===== src/sv/piecewise_cubic_bezier_eval_macros.svh =====
// Assertion macros shared by the piecewise cubic Bezier evaluator modules.
// Expects clk and the active-low synchronous reset rst_n in the using scope.
`ifndef PIECEWISE_CUBIC_BEZIER_EVAL_MACROS_SVH
`define PIECEWISE_CUBIC_BEZIER_EVAL_MACROS_SVH

// Same-cycle implication, disabled during reset.
`define PCBE_ASSERT_NOW(label, ante, cons, msg) \
  label: assert property (@(posedge clk) disable iff (!rst_n) (ante) |-> (cons)) \
    else $error(msg);

// Next-cycle implication, disabled during reset.
`define PCBE_ASSERT_NEXT(label, ante, cons, msg) \
  label: assert property (@(posedge clk) disable iff (!rst_n) (ante) |=> (cons)) \
    else $error(msg);

`endif


===== src/sv/pcbe_pkg.sv =====
// Shared types and constants for the piecewise cubic Bezier evaluator.
// No dependencies; imported by every module of the block.
package pcbe_pkg;

  localparam int MAX_SEGMENTS = 64;
  localparam int SEG_W        = $clog2(MAX_SEGMENTS);
  localparam int CNT_W        = 7;
  localparam int NUM_ROLES    = 4;
  localparam int COORD_W      = 32;
  localparam int PT_W         = 2 * COORD_W;
  localparam int FBITS        = 16;
  localparam int FRAC_W       = FBITS + 1;
  localparam int PROD_W       = FBITS + CNT_W;

  // Input tdata layout, lowest bit first.
  localparam int SEG_LSB    = 0;
  localparam int ROLE_LSB   = SEG_LSB + 6;
  localparam int X_LSB      = ROLE_LSB + 2;
  localparam int Y_LSB      = X_LSB + COORD_W;
  localparam int T_LSB      = Y_LSB + COORD_W;
  localparam int IN_TDATA_W  = 96;
  localparam int IN_TUSER_W  = 1;
  localparam int OUT_TDATA_W = PT_W;

  localparam logic FUNC_LOAD = 1'b0;
  localparam logic FUNC_EVAL = 1'b1;

  typedef enum logic [1:0] {
    ROLE_START,
    ROLE_CTRL1,
    ROLE_CTRL2,
    ROLE_END
  } role_t;

  localparam logic [FRAC_W-1:0] ONE_Q16 = FRAC_W'(1) << FBITS;

  // Item queue between front and back.
  localparam int QUEUE_DEPTH = 4;
  localparam int QPTR_W      = $clog2(QUEUE_DEPTH);
  localparam int QCNT_W      = QPTR_W + 1;

  // Bernstein weight arithmetic.
  localparam int SQ_W   = 2 * FBITS + 1;
  localparam int RAW_W  = 3 * FBITS + 1;
  localparam int BSUM_W = RAW_W + 2;
  localparam int WGT_SH = 18;
  localparam int WGT_W  = 2 * FBITS - WGT_SH + FBITS - 1 + 2;
  localparam logic [BSUM_W-1:0] WGT_ROUND = BSUM_W'(1) << (WGT_SH - 1);

  // Accumulation and final rounding.
  localparam int ACC_W  = 64;
  localparam int ACC_SH = 30;
  localparam int RES_W  = ACC_W - ACC_SH;
  localparam logic signed [ACC_W-1:0] ACC_ROUND = ACC_W'(1) << (ACC_SH - 1);
  localparam logic [COORD_W-1:0] COORD_MAX = {1'b0, {(COORD_W-1){1'b1}}};
  localparam logic [COORD_W-1:0] COORD_MIN = {1'b1, {(COORD_W-1){1'b0}}};

  // Classified item: addr is the load segment or the evaluated segment.
  typedef struct packed {
    logic                        eval;
    logic [SEG_W-1:0]            addr;
    role_t                       role;
    logic signed [COORD_W-1:0]   x;
    logic signed [COORD_W-1:0]   y;
    logic [FRAC_W-1:0]           frac;
  } pcbe_item_t;

  typedef struct packed {
    logic full;
    logic empty;
  } pcbe_qstat_t;

endpackage


===== src/sv/pcbe_queue.sv =====
// Short item queue between the front end and the evaluation back end.
// Depends on pcbe_pkg and the assertion macros header.
`include "piecewise_cubic_bezier_eval_macros.svh"

module pcbe_queue (
  input  logic                  clk,
  input  logic                  rst_n,
  input  logic                  push,
  input  pcbe_pkg::pcbe_item_t  push_item,
  input  logic                  pop,
  output pcbe_pkg::pcbe_item_t  head,
  output pcbe_pkg::pcbe_qstat_t q_stat
);
  import pcbe_pkg::*;

  pcbe_item_t        q_mem_r [QUEUE_DEPTH];
  logic [QPTR_W-1:0] wr_ptr_r, wr_ptr_nxt;
  logic [QPTR_W-1:0] rd_ptr_r, rd_ptr_nxt;
  logic [QCNT_W-1:0] count_r, count_nxt;

  assign head         = q_mem_r[rd_ptr_r];
  assign q_stat.full  = (count_r == QCNT_W'(QUEUE_DEPTH));
  assign q_stat.empty = (count_r == '0);

  always_comb begin
    wr_ptr_nxt = push ? wr_ptr_r + 1'b1 : wr_ptr_r;
    rd_ptr_nxt = pop  ? rd_ptr_r + 1'b1 : rd_ptr_r;
    count_nxt  = count_r;
    if (push && !pop) begin
      count_nxt = count_r + 1'b1;
    end else if (pop && !push) begin
      count_nxt = count_r - 1'b1;
    end
  end

  always_ff @(posedge clk) begin
    if (!rst_n) begin
      wr_ptr_r <= '0;
      rd_ptr_r <= '0;
      count_r  <= '0;
    end else begin
      wr_ptr_r <= wr_ptr_nxt;
      rd_ptr_r <= rd_ptr_nxt;
      count_r  <= count_nxt;
    end
  end

  always_ff @(posedge clk) begin
    if (push) begin
      q_mem_r[wr_ptr_r] <= push_item;
    end
  end

  `PCBE_ASSERT_NOW(a_no_push_full, push, !q_stat.full, "push into full queue")
  `PCBE_ASSERT_NOW(a_no_pop_empty, pop, !q_stat.empty, "pop from empty queue")
  `PCBE_ASSERT_NEXT(a_count_up, push && !pop, count_r == $past(count_r) + 1'b1, "count lost a push")

endmodule


===== config.mk =====
export PLATFORM = sky130hd
export DESIGN_NAME = pcbe_queue
export DESIGN_NICKNAME = d
export VERILOG_FILES = /design/src/sv/pcbe_pkg.sv /design/src/sv/pcbe_queue.sv
export VERILOG_INCLUDE_DIRS = /design/src /design/src/sv
export SDC_FILE = /design/constraint.sdc
export NUM_CORES = 1
export LEC_CHECK = 0
export BUFFER_PORTS_ARGS = -buffer_cell sky130_fd_sc_hd__buf_2
export CORE_MARGIN = 4
export CORE_UTILIZATION = 35
export DETAILED_ROUTE_END_ITERATION = 8
export PLACE_DENSITY = 0.55
export SLEW_MARGIN = 10
export SYNTH_ARGS = -nofsm -noshare
export SYNTH_HDL_FRONTEND = slang
export SYNTH_SLANG_ARGS = --single-unit

===== constraint.sdc =====
create_clock -name clk -period 4.6 [get_ports clk]
set_input_delay 0 -clock clk [delete_from_list [all_inputs] [get_ports clk]]
set_output_delay 0 -clock clk [all_outputs]
set_load 0.02 [all_outputs]

; After elaboration in Yosys (flattened, before gate mapping)
; Memory sizes are Yosys's and may differ from the RTL's. A register that Yosys moved wholly into a read port is not among the register bits.
; Index checks and enable logic that the tools add are counted.
[classes]
add_sub_neg = 4
n_eq_ne = 1
mux = 6
n_reduce_logical = 6
[op_table]
columns = op, n
row1 = $mux W3, 2
row2 = $add A2 B1 Y2 const B, 2
row3 = $mux W2, 2
row4 = $add A3 B1 Y3 const B, 1
row5 = $eq A3 B3 Y1 const B, 1
row6 = $logic_not A3 Y1, 1
row7 = $sub A3 B1 Y3 const B, 1
row8 = $logic_and A1 B1 Y1, 2
row9 = $logic_not A1 Y1, 2
row10 = $mux W1, 2
row11 = $reduce_bool A2 Y1, 1
[totals]
ff_bits = 7
ramBits = 360
in_bits = 94
out_inout_bits = 92
word_cells = 21
n_memories = 1
[mem_list]
columns = name, depth, width, rd, rd_ports_with_merged_regs, write_ports, line_no
row1 = q_mem_r, 4, 90, 1, 1, 1, pcbe_queue.sv:16  ; pcbe_item_t q_mem_r [QUEUE_DEPTH];

; Depth between registers and ports, before layout
[logic_depth]
ltp_word = 4
mapped_depth = 7

; Worst setup path after synthesis
; OpenSTA, ideal clock, no wires.
[synth_path]
kind = register -> register
from = register wr_ptr_r[0]
to = memory q_mem_r[0][0] in the netlist's numbering (enable)
arrival_ns = 2.628
setup_slack_ns = 1.514
path_stages_with_launch = 4
n_path_buf = 0
period_less_slack_ns = 3.086
cell_sequence = dfxtp_1 > inv_1 > ha_1 > and2_1
[synth_lines]
columns = element, line_no
row1 = start: declaration, pcbe_queue.sv:17  ; logic [QPTR_W-1:0] wr_ptr_r, wr_ptr_nxt;
row2 = start signal: assignment, pcbe_queue.sv:42  ; wr_ptr_r <= wr_ptr_nxt;
row3 = end: declaration, pcbe_queue.sv:16
; No word-level cell before the write port.

==> report_table.html <==
<table>
<tr><th>Metric</th><th>Value</th></tr>
<tr><th colspan="2">Synthesis</th></tr>
<tr><td>Post-synthesis cell area</td><td>13520 µm²</td></tr>
<tr><td>Number of instances in the synthesized netlist</td><td>513</td></tr>
<tr><td>Mapped Avg Cell Area</td><td>26.36 µm²</td></tr>
<tr><td>Sequential cell area fraction in the yosys report</td><td>81.27%</td></tr>
<tr><td>Number of warnings issued by yosys</td><td>0</td></tr>
<tr><td>Synthesized flop and latch total</td><td>369</td></tr>
<tr><td>Number of different library cells in the post-synthesis netlist</td><td>21</td></tr>
<tr><td>Net count after synthesis</td><td>613</td></tr>
<tr><th colspan="2">Hold path</th></tr>
<tr><td>Worst Hold Path EP</td><td>q_mem_r[2][60]</td></tr>
<tr><td>Class of the most critical hold timing path</td><td>in -&gt; reg</td></tr>
<tr><td>Worst hold path stage count</td><td>2</td></tr>
<tr><td>Min-Delay Startpoint</td><td>push_item[60]</td></tr>
<tr><th colspan="2">Floorplan</th></tr>
<tr><td>Floorplan core area</td><td>37930 µm²</td></tr>
<tr><td>Die span in y</td><td>between 200 and 250 µm</td></tr>
<tr><td>Width of the die</td><td>204.6 µm</td></tr>
<tr><td>Site Rows</td><td>71</td></tr>
<tr><td>Number of top-level pins</td><td>between 150 and 200</td></tr>
<tr><td>Full die area</td><td>41850 µm²</td></tr>
<tr><td>Effective utilization at floorplan</td><td>a little over a third</td></tr>
<tr><th colspan="2">GRT</th></tr>
<tr><td>Grt peak-use layer</td><td>met2</td></tr>
<tr><td>Overall fraction of global-route tracks in use</td><td>13.03%</td></tr>
<tr><td>Met2 track demand over resource in global routing</td><td>22.41%</td></tr>
<tr><td>Met3 demand-to-capacity share in global routing</td><td>3.340%</td></tr>
<tr><td>Via count of the first global-routing pass</td><td>a little over 7000</td></tr>
<tr><td>Maximum number of pins on one net before global-route repair</td><td>66</td></tr>
<tr><td>Met1 routing resource usage after global routing</td><td>16.33%</td></tr>
<tr><td>Overall overflow remaining after global route</td><td>0</td></tr>
<tr><td>First-pass GRT wire length</td><td>41610 µm</td></tr>
<tr><td>Number of antenna violations at the first check in global routing</td><td>1</td></tr>
<tr><th colspan="2">Timing</th></tr>
<tr><td>Final min period</td><td>2.758 ns</td></tr>
<tr><td>Fin. max-slew vios</td><td>0</td></tr>
<tr><td>Top achievable clock speed</td><td>between 300 and 400 MHz</td></tr>
<tr><td>Final count of negative-setup-slack endpoints</td><td>0</td></tr>
<tr><td>Setup tns final</td><td>0 ns</td></tr>
<tr><td>Slew Limit Headroom</td><td>between 20% and 30%</td></tr>
<tr><td>Final Cycle Share</td><td>59.96%</td></tr>
<tr><td>Hold Violations, Final</td><td>0</td></tr>
<tr><td>Unrepaired setup endpoints after global routing</td><td>false</td></tr>
<tr><td>Worst slew pin tran</td><td>between 1 and 1.5 ns</td></tr>
<tr><td>Layout Skew</td><td>approximately 0.0096 ns</td></tr>
<tr><th colspan="2">Finish</th></tr>
<tr><td>Synth-to-Final Area Change</td><td>26.76%</td></tr>
<tr><td>Design area</td><td>17140 µm²</td></tr>
<tr><td>Share of layout cells above drive strength 1</td><td>40.64%</td></tr>
<tr><td>Net total in the final layout</td><td>923</td></tr>
<tr><td>Ant. Diodes</td><td>0</td></tr>
<tr><td>Fin cells</td><td>1360</td></tr>
<tr><th colspan="2">Route</th></tr>
<tr><td>DRC violation count after routing</td><td>0</td></tr>
<tr><td>Total wire length</td><td>between 20000 and 30000 µm</td></tr>
<tr><td>Antenna-violating nets left</td><td>0</td></tr>
<tr><td>Pre-antenna DRT Iters</td><td>5</td></tr>
<tr><td>1st-iter DRT viols</td><td>251</td></tr>
<tr><td>Vias per cell</td><td>approximately 4.7</td></tr>
<tr><td>Average detailed-routed wire length per instance</td><td>19.96 µm</td></tr>
<tr><td>Via total after detailed routing</td><td>6390</td></tr>
<tr><th colspan="2">CTS</th></tr>
<tr><td># clock sinks</td><td>about 370</td></tr>
<tr><td>Number of buffers added by the clock tree synthesis step</td><td>40</td></tr>
<tr><td>CTS tree</td><td>done</td></tr>
<tr><td>Post-CTS clock slew at the launch and capture registers of the worst setup and hold paths</td><td>approximately 0.060 ns</td></tr>
<tr><td>Bufs on Longest Clock Path</td><td>3</td></tr>
<tr><td>Deepest level of the CTS H-tree</td><td>2</td></tr>
<tr><td>Cell at the root of the clock tree</td><td>sky130_fd_sc_hd__clkbuf_16</td></tr>
<tr><td>Source-to-sink clock delay at the later pin of the worst-skew pair</td><td>0.52 ns</td></tr>
<tr><th colspan="2">Setup path</th></tr>
<tr><td>Critical Path Max Stage Delay</td><td>1.05 ns</td></tr>
<tr><td>Worst R2R Start</td><td>wr_ptr_r[0]</td></tr>
<tr><td>Cell with the largest stage delay on the worst path</td><td>sky130_fd_sc_hd__dfxtp_4</td></tr>
<tr><td>RR Endpoint</td><td>q_mem_r[3][12]</td></tr>
<tr><td>CP cell instances</td><td>buf_4 &gt; mux4_2 &gt; buf_2</td></tr>
<tr><td>Crit path DAT</td><td>2.76 ns</td></tr>
<tr><td>Sort of element at the end of the critical path</td><td>output pin</td></tr>
<tr><td>Critical Path Source Type</td><td>flip-flop</td></tr>
<tr><td>Maximum net fanout on the critical path</td><td>65</td></tr>
<tr><td>Number of buffers and inverters on the critical path</td><td>2</td></tr>
<tr><td>CP Class</td><td>reg -&gt; out</td></tr>
<tr><td>Worst-case reg-to-reg path depth</td><td>3</td></tr>
<tr><td>Crit path required time</td><td>around 4.6 ns</td></tr>
<tr><td>Register-to-Register Setup Slack</td><td>around 2.3 ns</td></tr>
<tr><td>Dominant delay contributor by cell family on the critical path</td><td>flip-flops</td></tr>
<tr><th colspan="2">Place</th></tr>
<tr><td>Detailed-placement wirelength estimate</td><td>approximately 16000 µm</td></tr>
<tr><td>Port-buffer cells</td><td>~190</td></tr>
<tr><td>Final RePlAce weighted congestion</td><td>0.6569</td></tr>
<tr><td>Instance area at placement</td><td>~15000 µm²</td></tr>
<tr><td>Placed Instances</td><td>1198</td></tr>
<tr><th colspan="2">Run</th></tr>
<tr><td>Number of max-capacitance violations reported</td><td>0</td></tr>
<tr><th colspan="2">Power and ir drop</th></tr>
<tr><td>Leak Pwr</td><td>5.800 nW</td></tr>
<tr><td>Design Power</td><td>7.847 mW</td></tr>
<tr><td>Power density relative to cell area</td><td>between 400 and 500 nW/µm²</td></tr>
<tr><td>Worst VDD drop</td><td>279.0 µV</td></tr>
<tr><th colspan="2">Status</th></tr>
<tr><td>Status</td><td>complete, no violations</td></tr>
</table>
## per-layer routing
layer	share of wire, %	up-vias	routed length, µm
met1	41	3348	11170
met2	51	171	13920
li1	-	2828	-
met3	5.6	41	1527
met4	1.9	2	521
met5	0.048	-	13
## registers in the layout, summed over array words and instances (netlist names), named ones only
| name | flops |
|---|---|
| count_r | 3 |
| rd_ptr_r | 2 |
| q_mem_r | 360 |
| wr_ptr_r | 2 |
## cell families after synthesis
family | Yosys count | synth area share (%)
adders and majority gates | 6 | 0.6107
AOI/OAI and AO/OA | 2 | 0.09251
buffers and inverters | 24 | 1.887
DFF | 369 | 81.27
muxes | 92 | 15.14
and+or+nand+nor | 15 | 0.6754
xor gates and xnor gates | 5 | 0.3239
## synthesized netlist by cell type
cell type	count	area, µm²
sky130_fd_sc_hd__edfxtp_1	360	10810
sky130_fd_sc_hd__mux4_2	90	2027
sky130_fd_sc_hd__and2_1	9	56.30
sky130_fd_sc_hd__buf_12	9	180.2
sky130_fd_sc_hd__buf_2	9	45.04
sky130_fd_sc_hd__dfxtp_1	9	180.2
sky130_fd_sc_hd__ha_1	5	62.56
sky130_fd_sc_hd__inv_1	4	15.01
sky130_fd_sc_hd__xor2_1	3	26.28
sky130_fd_sc_hd__mux2i_1	2	20.02
sky130_fd_sc_hd__nor2b_1	2	12.51
sky130_fd_sc_hd__xnor2_1	2	17.52
sky130_fd_sc_hd__a21boi_0	1	7.510
sky130_fd_sc_hd__buf_1	1	3.750
sky130_fd_sc_hd__buf_6	1	11.26
sky130_fd_sc_hd__fa_1	1	20.02
sky130_fd_sc_hd__nand2_1	1	3.750
sky130_fd_sc_hd__nor3_1	1	5.000
sky130_fd_sc_hd__nor3b_1	1	7.510
sky130_fd_sc_hd__o21ai_0	1	5.000
sky130_fd_sc_hd__or3_1	1	6.260
## layout make-up
type / count / area [µm²]
Tap cell: 511 / 639.4
Multi-Input combinational cell: 120 / 2287
Sequential cell: 369 / 11000
Fill cell: 3203 / 20790
Timing Repair Buffer: 288 / 1947
Clock buffer: 47 / 1049
Clock inverter: 21 / 206.4
Inverter: 4 / 15.01
## how the worst max path moves through the flow
stage                           start        endpoint  slack, ns  cells after the start
final                       flip-flop        head[68]       1.84                      3
after global routing        flip-flop        head[50]       1.68                      3
after CTS                   flip-flop        head[68]       1.75                      3
after detailed placement  wr_ptr_r[0]  q_mem_r[3][44]       2.18                      3
after global placement    wr_ptr_r[0]  q_mem_r[3][43]       2.22                      3
after floorplan           wr_ptr_r[0]   q_mem_r[0][0]       1.51                      3
## where the power goes
part	switching, mW	internal, mW
sequential	0.0760	3.86
combinational	0.459	0.370
clock	1.23	1.85
total	1.77	6.08
## what timing repair did
action / CTS / global route
setup buffers: 0 / 0
endpoints found under the setup margin: 0 / 0
hold endpoints to repair: 369 / 0
resized for setup: 0 / 0
hold buffers: 94 / 0
## placed cells by master, fill, tap and decap left out, drive strengths merged, types with 2 or more instances in the layout
cell type / n
dfxtp: 9
dlygate4sd3: 94
and2: 9
clkbuf: 47
bufinv: 4
mux2i: 2
xor2: 3
nor2b: 2
mux4: 90
edfxtp: 360
xnor2: 2
clkinv: 14
buf: 194
ha: 5
inv: 6
## stage by stage
step / worst slack [ns] / hold WS [ns] / util [%]
global placement: 2.220 / 0.2112 / 39.40
floorplan: 1.514 / 0.09887 / -
CTS: 1.753 / 0.1913 / 45.19
finish: 1.842 / 0.2241 / 45.19
detailed placement: 2.182 / 0.2187 / 39.40
global route: 1.683 / 0.2211 / 45.19
Note: power is estimated with default switching activity, not from simulation.
