==> config.mk <==
export PLATFORM = sky130hd
export DESIGN_NAME = pcbe_front
export DESIGN_NICKNAME = d
export VERILOG_FILES = /design/src/sv/piecewise_cubic_bezier_eval_macros.svh /design/src/sv/pcbe_pkg.sv /design/src/sv/pcbe_front.sv
export SDC_FILE = /design/constraint.sdc
export NUM_CORES = 1
export LEC_CHECK = 0
export BUFFER_PORTS_ARGS = -buffer_cell sky130_fd_sc_hd__buf_2
export CAP_MARGIN = 20
export CORE_ASPECT_RATIO = 1.75
export CORE_MARGIN = 2
export CORE_UTILIZATION = 45
export DETAILED_ROUTE_END_ITERATION = 10
export PLACE_DENSITY = 0.75
export SLEW_MARGIN = 5
export SYNTH_ARGS = -nofsm -noshare
export SYNTH_HDL_FRONTEND = slang
export SYNTH_SLANG_ARGS = --single-unit
==> constraint.sdc <==
create_clock -name clk -period 8.11 [get_ports clk]
set_input_delay 1.622 -clock clk [delete_from_list [all_inputs] [get_ports clk]]
set_output_delay 1.622 -clock clk [all_outputs]
set_load 0.05 [all_outputs]
==> src/sv/piecewise_cubic_bezier_eval_macros.svh <==
// Assertion macros shared by the piecewise cubic Bezier evaluator modules.
// Expects clk and the active-low synchronous reset rst_n in the using scope.
`ifndef PIECEWISE_CUBIC_BEZIER_EVAL_MACROS_SVH
`define PIECEWISE_CUBIC_BEZIER_EVAL_MACROS_SVH

// Same-cycle implication, disabled during reset.
`define PCBE_ASSERT_NOW(label, ante, cons, msg) \
  label: assert property (@(posedge clk) disable iff (!rst_n) (ante) |-> (cons)) \
    else $error(msg);

// Next-cycle implication, disabled during reset.
`define PCBE_ASSERT_NEXT(label, ante, cons, msg) \
  label: assert property (@(posedge clk) disable iff (!rst_n) (ante) |=> (cons)) \
    else $error(msg);

`endif

==> src/sv/pcbe_pkg.sv <==
// Shared types and constants for the piecewise cubic Bezier evaluator.
// No dependencies; imported by every module of the block.
package pcbe_pkg;

  localparam int MAX_SEGMENTS = 64;
  localparam int SEG_W        = $clog2(MAX_SEGMENTS);
  localparam int CNT_W        = 7;
  localparam int NUM_ROLES    = 4;
  localparam int COORD_W      = 32;
  localparam int PT_W         = 2 * COORD_W;
  localparam int FBITS        = 16;
  localparam int FRAC_W       = FBITS + 1;
  localparam int PROD_W       = FBITS + CNT_W;

  // Input tdata layout, lowest bit first.
  localparam int SEG_LSB    = 0;
  localparam int ROLE_LSB   = SEG_LSB + 6;
  localparam int X_LSB      = ROLE_LSB + 2;
  localparam int Y_LSB      = X_LSB + COORD_W;
  localparam int T_LSB      = Y_LSB + COORD_W;
  localparam int IN_TDATA_W  = 96;
  localparam int IN_TUSER_W  = 1;
  localparam int OUT_TDATA_W = PT_W;

  localparam logic FUNC_LOAD = 1'b0;
  localparam logic FUNC_EVAL = 1'b1;

  typedef enum logic [1:0] {
    ROLE_START,
    ROLE_CTRL1,
    ROLE_CTRL2,
    ROLE_END
  } role_t;

  localparam logic [FRAC_W-1:0] ONE_Q16 = FRAC_W'(1) << FBITS;

  // Item queue between front and back.
  localparam int QUEUE_DEPTH = 4;
  localparam int QPTR_W      = $clog2(QUEUE_DEPTH);
  localparam int QCNT_W      = QPTR_W + 1;

  // Bernstein weight arithmetic.
  localparam int SQ_W   = 2 * FBITS + 1;
  localparam int RAW_W  = 3 * FBITS + 1;
  localparam int BSUM_W = RAW_W + 2;
  localparam int WGT_SH = 18;
  localparam int WGT_W  = 2 * FBITS - WGT_SH + FBITS - 1 + 2;
  localparam logic [BSUM_W-1:0] WGT_ROUND = BSUM_W'(1) << (WGT_SH - 1);

  // Accumulation and final rounding.
  localparam int ACC_W  = 64;
  localparam int ACC_SH = 30;
  localparam int RES_W  = ACC_W - ACC_SH;
  localparam logic signed [ACC_W-1:0] ACC_ROUND = ACC_W'(1) << (ACC_SH - 1);
  localparam logic [COORD_W-1:0] COORD_MAX = {1'b0, {(COORD_W-1){1'b1}}};
  localparam logic [COORD_W-1:0] COORD_MIN = {1'b1, {(COORD_W-1){1'b0}}};

  // Classified item: addr is the load segment or the evaluated segment.
  typedef struct packed {
    logic                        eval;
    logic [SEG_W-1:0]            addr;
    role_t                       role;
    logic signed [COORD_W-1:0]   x;
    logic signed [COORD_W-1:0]   y;
    logic [FRAC_W-1:0]           frac;
  } pcbe_item_t;

  typedef struct packed {
    logic full;
    logic empty;
  } pcbe_qstat_t;

endpackage

==> src/sv/pcbe_front.sv <==
// Front end: accepts input items, holds segment_count, maps t to segment and fraction.
// Depends on pcbe_pkg; feeds pcbe_queue.
module pcbe_front (
  input  logic                            clk,
  input  logic                            rst_n,
  input  logic                            in_tvalid,
  output logic                            in_tready,
  input  logic [pcbe_pkg::IN_TDATA_W-1:0] in_tdata,
  input  logic [pcbe_pkg::IN_TUSER_W-1:0] in_tuser,
  input  logic                            cfg_valid,
  output logic                            cfg_ready,
  input  logic [pcbe_pkg::CNT_W-1:0]      cfg_data,
  input  pcbe_pkg::pcbe_qstat_t           q_stat,
  output logic                            push,
  output pcbe_pkg::pcbe_item_t            push_item
);
  import pcbe_pkg::*;

  logic [CNT_W-1:0]  seg_count_r, seg_count_nxt;
  logic              fr_v_r, fr_v_nxt;
  pcbe_item_t        fr_item_r, fr_item_nxt;
  logic              in_fire;
  logic [FRAC_W-1:0] t_raw, t_sat;
  logic [PROD_W-1:0] prod;

  assign cfg_ready = 1'b1;
  assign push      = fr_v_r && !q_stat.full;
  assign in_tready = !fr_v_r || !q_stat.full;
  assign in_fire   = in_tvalid && in_tready;
  assign push_item = fr_item_r;

  // Clamp the segment count once, at write time.
  always_comb begin
    seg_count_nxt = seg_count_r;
    if (cfg_valid) begin
      if (cfg_data == '0) begin
        seg_count_nxt = CNT_W'(1);
      end else if (cfg_data > CNT_W'(MAX_SEGMENTS)) begin
        seg_count_nxt = CNT_W'(MAX_SEGMENTS);
      end else begin
        seg_count_nxt = cfg_data;
      end
    end
  end

  // Classify: map t onto segment index and local fraction.
  always_comb begin
    t_raw = in_tdata[T_LSB +: FRAC_W];
    t_sat = (t_raw > ONE_Q16) ? ONE_Q16 : t_raw;
    prod  = PROD_W'(t_sat[FBITS-1:0]) * PROD_W'(seg_count_r);

    fr_item_nxt.eval = (in_tuser[0] == FUNC_EVAL);
    fr_item_nxt.role = role_t'(in_tdata[ROLE_LSB +: 2]);
    fr_item_nxt.x    = in_tdata[X_LSB +: COORD_W];
    fr_item_nxt.y    = in_tdata[Y_LSB +: COORD_W];
    if (!fr_item_nxt.eval) begin
      fr_item_nxt.addr = in_tdata[SEG_LSB +: SEG_W];
      fr_item_nxt.frac = '0;
    end else if (t_sat == ONE_Q16) begin
      fr_item_nxt.addr = SEG_W'(seg_count_r - 1'b1);
      fr_item_nxt.frac = ONE_Q16;
    end else begin
      fr_item_nxt.addr = prod[FBITS +: SEG_W];
      fr_item_nxt.frac = {1'b0, prod[FBITS-1:0]};
    end

    fr_v_nxt = in_fire || (fr_v_r && !push);
  end

  always_ff @(posedge clk) begin
    if (!rst_n) begin
      seg_count_r <= CNT_W'(1);
      fr_v_r      <= 1'b0;
    end else begin
      seg_count_r <= seg_count_nxt;
      fr_v_r      <= fr_v_nxt;
    end
  end

  always_ff @(posedge clk) begin
    if (in_fire) begin
      fr_item_r <= fr_item_nxt;
    end
  end

endmodule

### Word level (Yosys, flattened, before mapping)

Cells that the tools add are included.
W data, S select, Z words.

| storage, ports and cells | value |
|---|---|
| logic and storage cells | 31 |
| register bits after elaboration | 98 |

| operators by class | value |
|---|---|
| add/sub/neg operators | 1 |
| $lt $le $gt $ge | 2 |
| multiply operators | 1 |
| eq/ne operators | 1 |
| muxes and demuxes | 6 |
| bitwise operators | 1 |
| reduce and logical (&&, ||, !) cells | 10 |

Operators with widths:

| kind | number |
|---|---|
| $mux W17 | 2 |
| $mul A16 B7 Y22 | 1 |
| $eq A17 B17 Y1 const B | 1 |
| $gt A17 B17 Y1 const B | 1 |
| $mux W7 | 2 |
| $mux W6 | 2 |
| $gt A7 B7 Y1 const B | 1 |
| $logic_not A7 Y1 | 1 |
| $sub A6 B1 Y6 const B | 1 |
| $logic_and A1 B1 Y1 | 3 |
| $logic_not A1 Y1 | 3 |
| $logic_or A1 B1 Y1 | 2 |
| $reduce_or A2 Y1 | 1 |
| $not A1 Y1 | 1 |

### Longest topological paths before layout

Gate-level depths: netlist of run 1.

| logic depth | value |
|---|---|
| depth in word-level cells | 5 |
| mapped depth | 21 |
| depth with buffers taken out | 19 |

### Least setup slack after synthesis of run 1

Ideal clock, no wire load.

| timing path | value |
|---|---|
| path kind | in2reg |
| start point | in in_tdata[85] (netlist bit) |
| end point | reg fr_item_r, in the netlist push_item[85], data pin |
| data arrival time | 6362 ps |
| setup slack | 1470 ps |
| cell stages on the path | 19 |
| required time | 7832 ps |
| cells stage by stage | clkbuf_2 -> nor4_1 -> a41oi_2 -> nor2_1 -> buf_2 -> and2_1 -> fa_1 -> fa_1 -> fa_1 -> inv_1 -> fa_1 -> inv_1 -> ha_1 -> a21o_1 -> a211oi_1 -> a2bb2oi_1 -> a21oi_1 -> nor4_1 -> a311oi_1 |

RTL lines:

| what | RTL line | text |
|---|---|---|
| from (decl) | pcbe_front.sv:8 | `input logic [pcbe_pkg::IN_TDATA_W-1:0] in_tdata,` |
| to (signal assigned) | pcbe_front.sv:82 | `fr_item_r <= fr_item_nxt;` |
| to (decl) | pcbe_front.sv:21 | `pcbe_item_t fr_item_r, fr_item_nxt;` |

==> reports/qor.yml, run 1 <==
cts_tree: "built"
grt-ovfl-total: 0
portBuffers: 193
skew_ns: 0.0104
hold_depth: 2
clock-sinks: 98
synthesis.nets: 830
synth.top_cell.area_share: 0.390
setup-violations-final: 0
number_of_library_cell_types_mapped_by_synthesis: 55
synth-warning-count: 0
synth.largest_area_cell: "edfxtp_1"
worstMarginPinSlew_ns: 0.938
hold-path-endpoint: "fr_v_r"
avgRoutedWirePerCell_um: 15.6
floorplan.die.height_um: 168
synth_sequential_area_ratio: 0.413
post_detail_place_hpwl_um: 12600
vias_per_cell: 5.05
r2r-end: "push_item[84]"
post_layout_worst_setup_margin_ns: 0.847
place_congestion: 0.816
route.detailed.drc: 0
max_slew_margin: 0.372
hold_start: "fr_v_r"
run_status: "finished, final reports clean"
preCtsSetupSlack_ns: 0.510
timing.critical_path.arrival_ns: 7.33
max_cap_violations: 0
antenna_found_initial: 0
synthesis.area_um2: 6940
finish.net_count: 1025
leakage_power_uw: 0.00404
h-tree-depth: 3
yosys.area_share.simple: 0.158
synthMuxAreaShare: 0.00577
clock_path_buffers: 2
worst-endpoint-required_ns: 8.18
core_region_area_um2: 15200
postRouteAntennaNets: 0
routed_wl_um: 15600
number_of_global_route_vias_before_repair: 5289
post_cts_hold_buffer_count: 0
grt_usage: 0.190
dpl_cell_area_um2: 8100
crit-reg2reg-launch: "seg_count_r[4]"
grt_max_degree: 91
grt_pass1_wl_um: 25200
worst_setup_path_end_kind: "register"
postSynthRegisterBits: 98
vias: 5044
drv_slew: 0
total_power_uw: 1340
detailedRoute.firstPassIterationCount: 4
vdd.ir_drop.worst_v: 0.000110
post_synth_fa_ha_maj_area_fraction: 0.268
synth-edff-count: 90
holdCritPathClass: "reg -> reg"
ff2ff_path_depth: 15
floorplan.die_area_um2: 16500
timing.critical_path.from: "in_tdata[77]"
ioPinCount: 203
initial_core_util: 0.455
layout.cell_area.non_filler_um2: 8450
drt_iter0_markers: 159
unrepaired_setup_endpoints_after_global_routing: "no"
clkLatencyLatePin_ns: 0.33
cts-root-buf: "clkbuf_16"
total_power_density_per_cell_area_nw_per_um2: 158
synth-xor-area-share: 0.0215
setup_tns_ns: 0
dominant_combinational_cell_family_by_area_after_synthesis: "adder cells"
die_w_um: 97.9
cts_buffers: 9
num_antenna_cells: 0
cts_repair_resized_insts: 0
hold_viol_final: 0
commonest_non_fill_non_tap_cells_in_the_layout: "buf_2, edfxtp_1, and2_1"
clk_transition_reported_paths_ns: 0.07
syn_to_final_growth_pct: 21.8
synth_compound_gate_area_share: 0.0776
max_freq_mhz: 138
final.period_utilization: 0.896
min_period_ns: 7.26
hold_slack_ns: 0.531
critical_path_type: "in -> reg"
async_set_or_reset_register_ratio_after_synthesis: 0
critical_path.startpoint_type: "input port"
post_route_cells_drive_above_1_share: 0.277
top_cells_by_area_in_the_synthesized_netlist: "edfxtp_1, fa_1, and2_1"
placementRows: 60
postSynthCellCount: 612
synthFlopType: "edfxtp_1"
avgSynthCellArea_um2: 11.3
post-cts-setup-buffers: 0
r2r_slack_ns: 2.99
layout.cells.most_common: "buf_2"
largest_fanout_on_the_critical_path: 11
-- routing by layer --
layer	part of all wire	track usage	routed length [µm]
met2	0.56	0.367	8700
met3	0.046	0.0262	712
met4	0.023	0.0682	352
met5	0	0	0
met1	0.37	0.206	5810
-- worst max-delay path: stages --
cell and delay (ns):
buf_2 0.16, nor4_1 0.60, a41oi_2 0.37, and2b_1 0.55, and2_1 0.21, fa_1 0.44, fa_1 0.52, fa_1 0.55
inv_1 0.06, fa_1 0.53, inv_1 0.04, ha_1 0.37, nand3_1 0.11, o211ai_1 0.33, a31oi_4 0.09, o221ai_1 0.32
mux2i_1 0.31, o221ai_1 0.16
-- cell usage after synthesis (2+ instances only) --
cell	number
ha_1	40
buf_4	2
clkbuf_1	4
nor2_1	27
nand2_1	58
fa_1	68
buf_2	7
nand3_1	8
xor2_1	4
a21o_1	6
a21oi_1	17
nand2b_1	2
edfxtp_1	90
or2_2	2
mux2i_1	4
nor3_1	5
and2_1	88
a31oi_1	5
xnor2_1	13
o21ai_0	12
inv_1	82
and3_1	3
dfxtp_1	8
nor2b_1	7
a211oi_1	6
o21bai_1	4
o221ai_1	3
o22ai_1	4
nor4_1	5
o311ai_0	2
clkbuf_2	2
-- logic make-up (layout without fill, tap and decap cells) --
group | Yosys count | in the layout
flip-flops | 98 | 98
adder cells (fa/ha/maj) | 108 | 108
AO/OA/AOI/OAI | 76 | 76
XOR/XNOR | 17 | 17
multiplexers | 4 | 4
AND/OR/NAND/NOR | 210 | 210
buffers and inverters | 98 | 298
other | 1 | 1
-- sequential cells by signal (all words and copies together) (netlist names) --
name and flops:
fr_v_r 1, seg_count_r 7, push_item 90
-- stage by stage --
| step | utilization | cells |
|---|---|---|
| CTS | 0.553 | 997 |
| finish | 0.554 | 998 |
| global route | 0.554 | 998 |
| floorplan | - | 612 |
| detailed placement | 0.532 | 981 |
| global placement | 0.532 | 981 |
-- power breakdown --
part           internal [µW]  switching (µW)  total, µW
Clock                    248             190        438
Combinational           89.4             214        303
Sequential               588            8.41        596
Total                    925             412       1340
-- how the worst max path moves through the flow --
stage               cells after the start             to  slack, ns
floorplan                              19  push_item[85]       1.47
global route                           19  push_item[85]       0.53
CTS                                    18  push_item[84]       0.86
detailed placement                     18  push_item[84]       0.51
finish                                 18  push_item[84]       0.85
global placement                       18  push_item[84]       0.60
-- final cells by class --
| cell class | count | area (µm²) |
|---|---|---|
| Timing Repair Buffer | 200 | 1040 |
| Inverter | 82 | 308 |
| Multi-Input combinational cell | 416 | 3690 |
| Sequential cell | 98 | 2860 |
| Clock inverter | 7 | 92.6 |
| Fill cell | 1369 | 6790 |
| Tap cell | 186 | 233 |
| Clock buffer | 9 | 225 |
(Power assumes the default switching activity.)
==> run 2: changes to the inputs <==
- CTS_BUF_LIST: not set -> sky130_fd_sc_hd__clkbuf_4
==> run 2 against run 1 <==
  * Global-route usage hardly changed
  * Critical path type unchanged
  * Design area is 1.8% lower
  * Worst hold slack better by 0.010 ns
  * Sequential power hardly changed
  * Sequential share of layout area is 0.63 points higher
  * Register-to-register slack hardly changed
  * Non-clock buffer count stayed put
  * Largest cell class unchanged
  * Setup slack better by 0.16 ns
  * Fmax is 2.2% higher
  * Utilization is 1.0 points lower
==> reports/qor.yml, run 2 (synthesized netlist as in run 1, its figures left out) <==
run_status: "finished, final reports clean"
avgRoutedWirePerCell_um: 15.5
critical_path_type: "in -> reg"
min_period_ns: 7.10
cts_repair_resized_insts: 0
route.detailed.drc: 0
hold-path-endpoint: "fr_v_r"
postRouteAntennaNets: 0
unrepaired_setup_endpoints_after_global_routing: "no"
layout.cell_area.non_filler_um2: 8290
r2r-end: "push_item[85]"
grt_pass1_wl_um: 25100
grt_max_degree: 91
h-tree-depth: 3
holdCritPathClass: "reg -> reg"
placementRows: 60
clk_transition_reported_paths_ns: 0.16
total_power_density_per_cell_area_nw_per_um2: 142
dpl_cell_area_um2: 8100
core_region_area_um2: 15200
vias_per_cell: 5.06
post_detail_place_hpwl_um: 12600
drt_iter0_markers: 185
grt-ovfl-total: 0
setup-violations-final: 0
timing.critical_path.arrival_ns: 7.37
die_w_um: 97.9
cts_buffers: 9
cts-root-buf: "clkbuf_4"
skew_ns: 0.0197
initial_core_util: 0.455
antenna_found_initial: 1
finish.net_count: 1025
leakage_power_uw: 0.00397
portBuffers: 193
worst-endpoint-required_ns: 8.37
cts_tree: "built"
syn_to_final_growth_pct: 19.6
clock_path_buffers: 2
post-cts-setup-buffers: 0
critical_path.startpoint_type: "input port"
setup_tns_ns: 0
final.period_utilization: 0.876
crit-reg2reg-launch: "seg_count_r[4]"
clkLatencyLatePin_ns: 0.44
worstMarginPinSlew_ns: 0.914
ff2ff_path_depth: 16
r2r_slack_ns: 2.98
drv_slew: 0
place_congestion: 0.816
post_route_cells_drive_above_1_share: 0.277
largest_fanout_on_the_critical_path: 11
hold_start: "fr_v_r"
max_cap_violations: 0
max_freq_mhz: 141
vias: 5058
detailedRoute.firstPassIterationCount: 4
hold_depth: 2
worst_setup_path_end_kind: "register"
ioPinCount: 203
commonest_non_fill_non_tap_cells_in_the_layout: "buf_2, edfxtp_1, and2_1"
clock-sinks: 98
floorplan.die_area_um2: 16500
layout.cells.most_common: "buf_2"
post_cts_hold_buffer_count: 0
max_reg_flops: 90
number_of_global_route_vias_before_repair: 5311
hold_viol_final: 0
routed_wl_um: 15500
grt_usage: 0.189
vdd.ir_drop.worst_v: 0.0000635
max_slew_margin: 0.388
floorplan.die.height_um: 168
[run 2: cell count changes in the layout (fill, tap and decap cells not counted), sizes merged]
cell,previous run,this run
diode,0,1
[run 2: worst max path at each step]
| stage | start | end | slack [ns] |
|---|---|---|---|
| global route | in_tdata[77] | push_item[85] | 0.67 |
| CTS | in_tdata[77] | push_item[84] | 1.01 |
| finish | in_tdata[77] | push_item[85] | 1.01 |
| detailed placement | in_tdata[77] | push_item[84] | 0.51 |
| floorplan | in_tdata[85] | push_item[85] | 1.47 |
| global placement | in_tdata[77] | push_item[84] | 0.60 |
[run 2: layout make-up]
class | count | area (µm²)
diodes | 1 | 2.50
clock buffers | 9 | 67.6
multi-input cells | 416 | 3690
repair buffers | 200 | 1040
well taps | 186 | 233
inverters | 82 | 308
fillers | 1383 | 6950
clock inverters | 7 | 92.6
flip-flops and latches | 98 | 2860
[run 2: per-stage QoR]
step	util	hold slack [ns]	power (µW)	std cells	setup WS (ns)
2_1_floorplan	-	0.487	824	612	1.47
3_3_place_gp	0.532	0.498	904	981	0.599
3_5_place_dp	0.532	0.517	911	981	0.510
4_1_cts	0.542	0.545	1190	997	1.01
5_1_grt	0.544	0.590	1230	999	0.668
6_report	0.544	0.542	1180	999	1.01
[run 2: critical path, stage by stage]
cell and delay [ns]:
buf_2 0.16, nor4_1 0.57, a41oi_2 0.36, and2b_1 0.55, nand2_1 0.12, fa_1 0.49
fa_1 0.55, inv_1 0.05, fa_1 0.53, inv_1 0.05, fa_1 0.52, inv_1 0.04
ha_1 0.33, o21ai_0 0.14, o21ai_1 0.37, nand4bb_1 0.20, a21oi_1 0.37, nor4_1 0.11
a311oi_1 0.22
[run 2: where the power goes]
group          internal (µW)  total (µW)  switching [µW]
Sequential               587         595            8.09
Combinational           89.4         303             214
Clock                    103         278             175
[run 2: metal layers]
metal	wire, µm	part of all wire	track usage	vias up
li1	-	-	-	2434
met1	5800	0.37	0.204	2438
met2	8650	0.56	0.367	164
met3	715	0.046	0.0299	22
met4	336	0.022	0.0658	0
met5	0	0	0	-
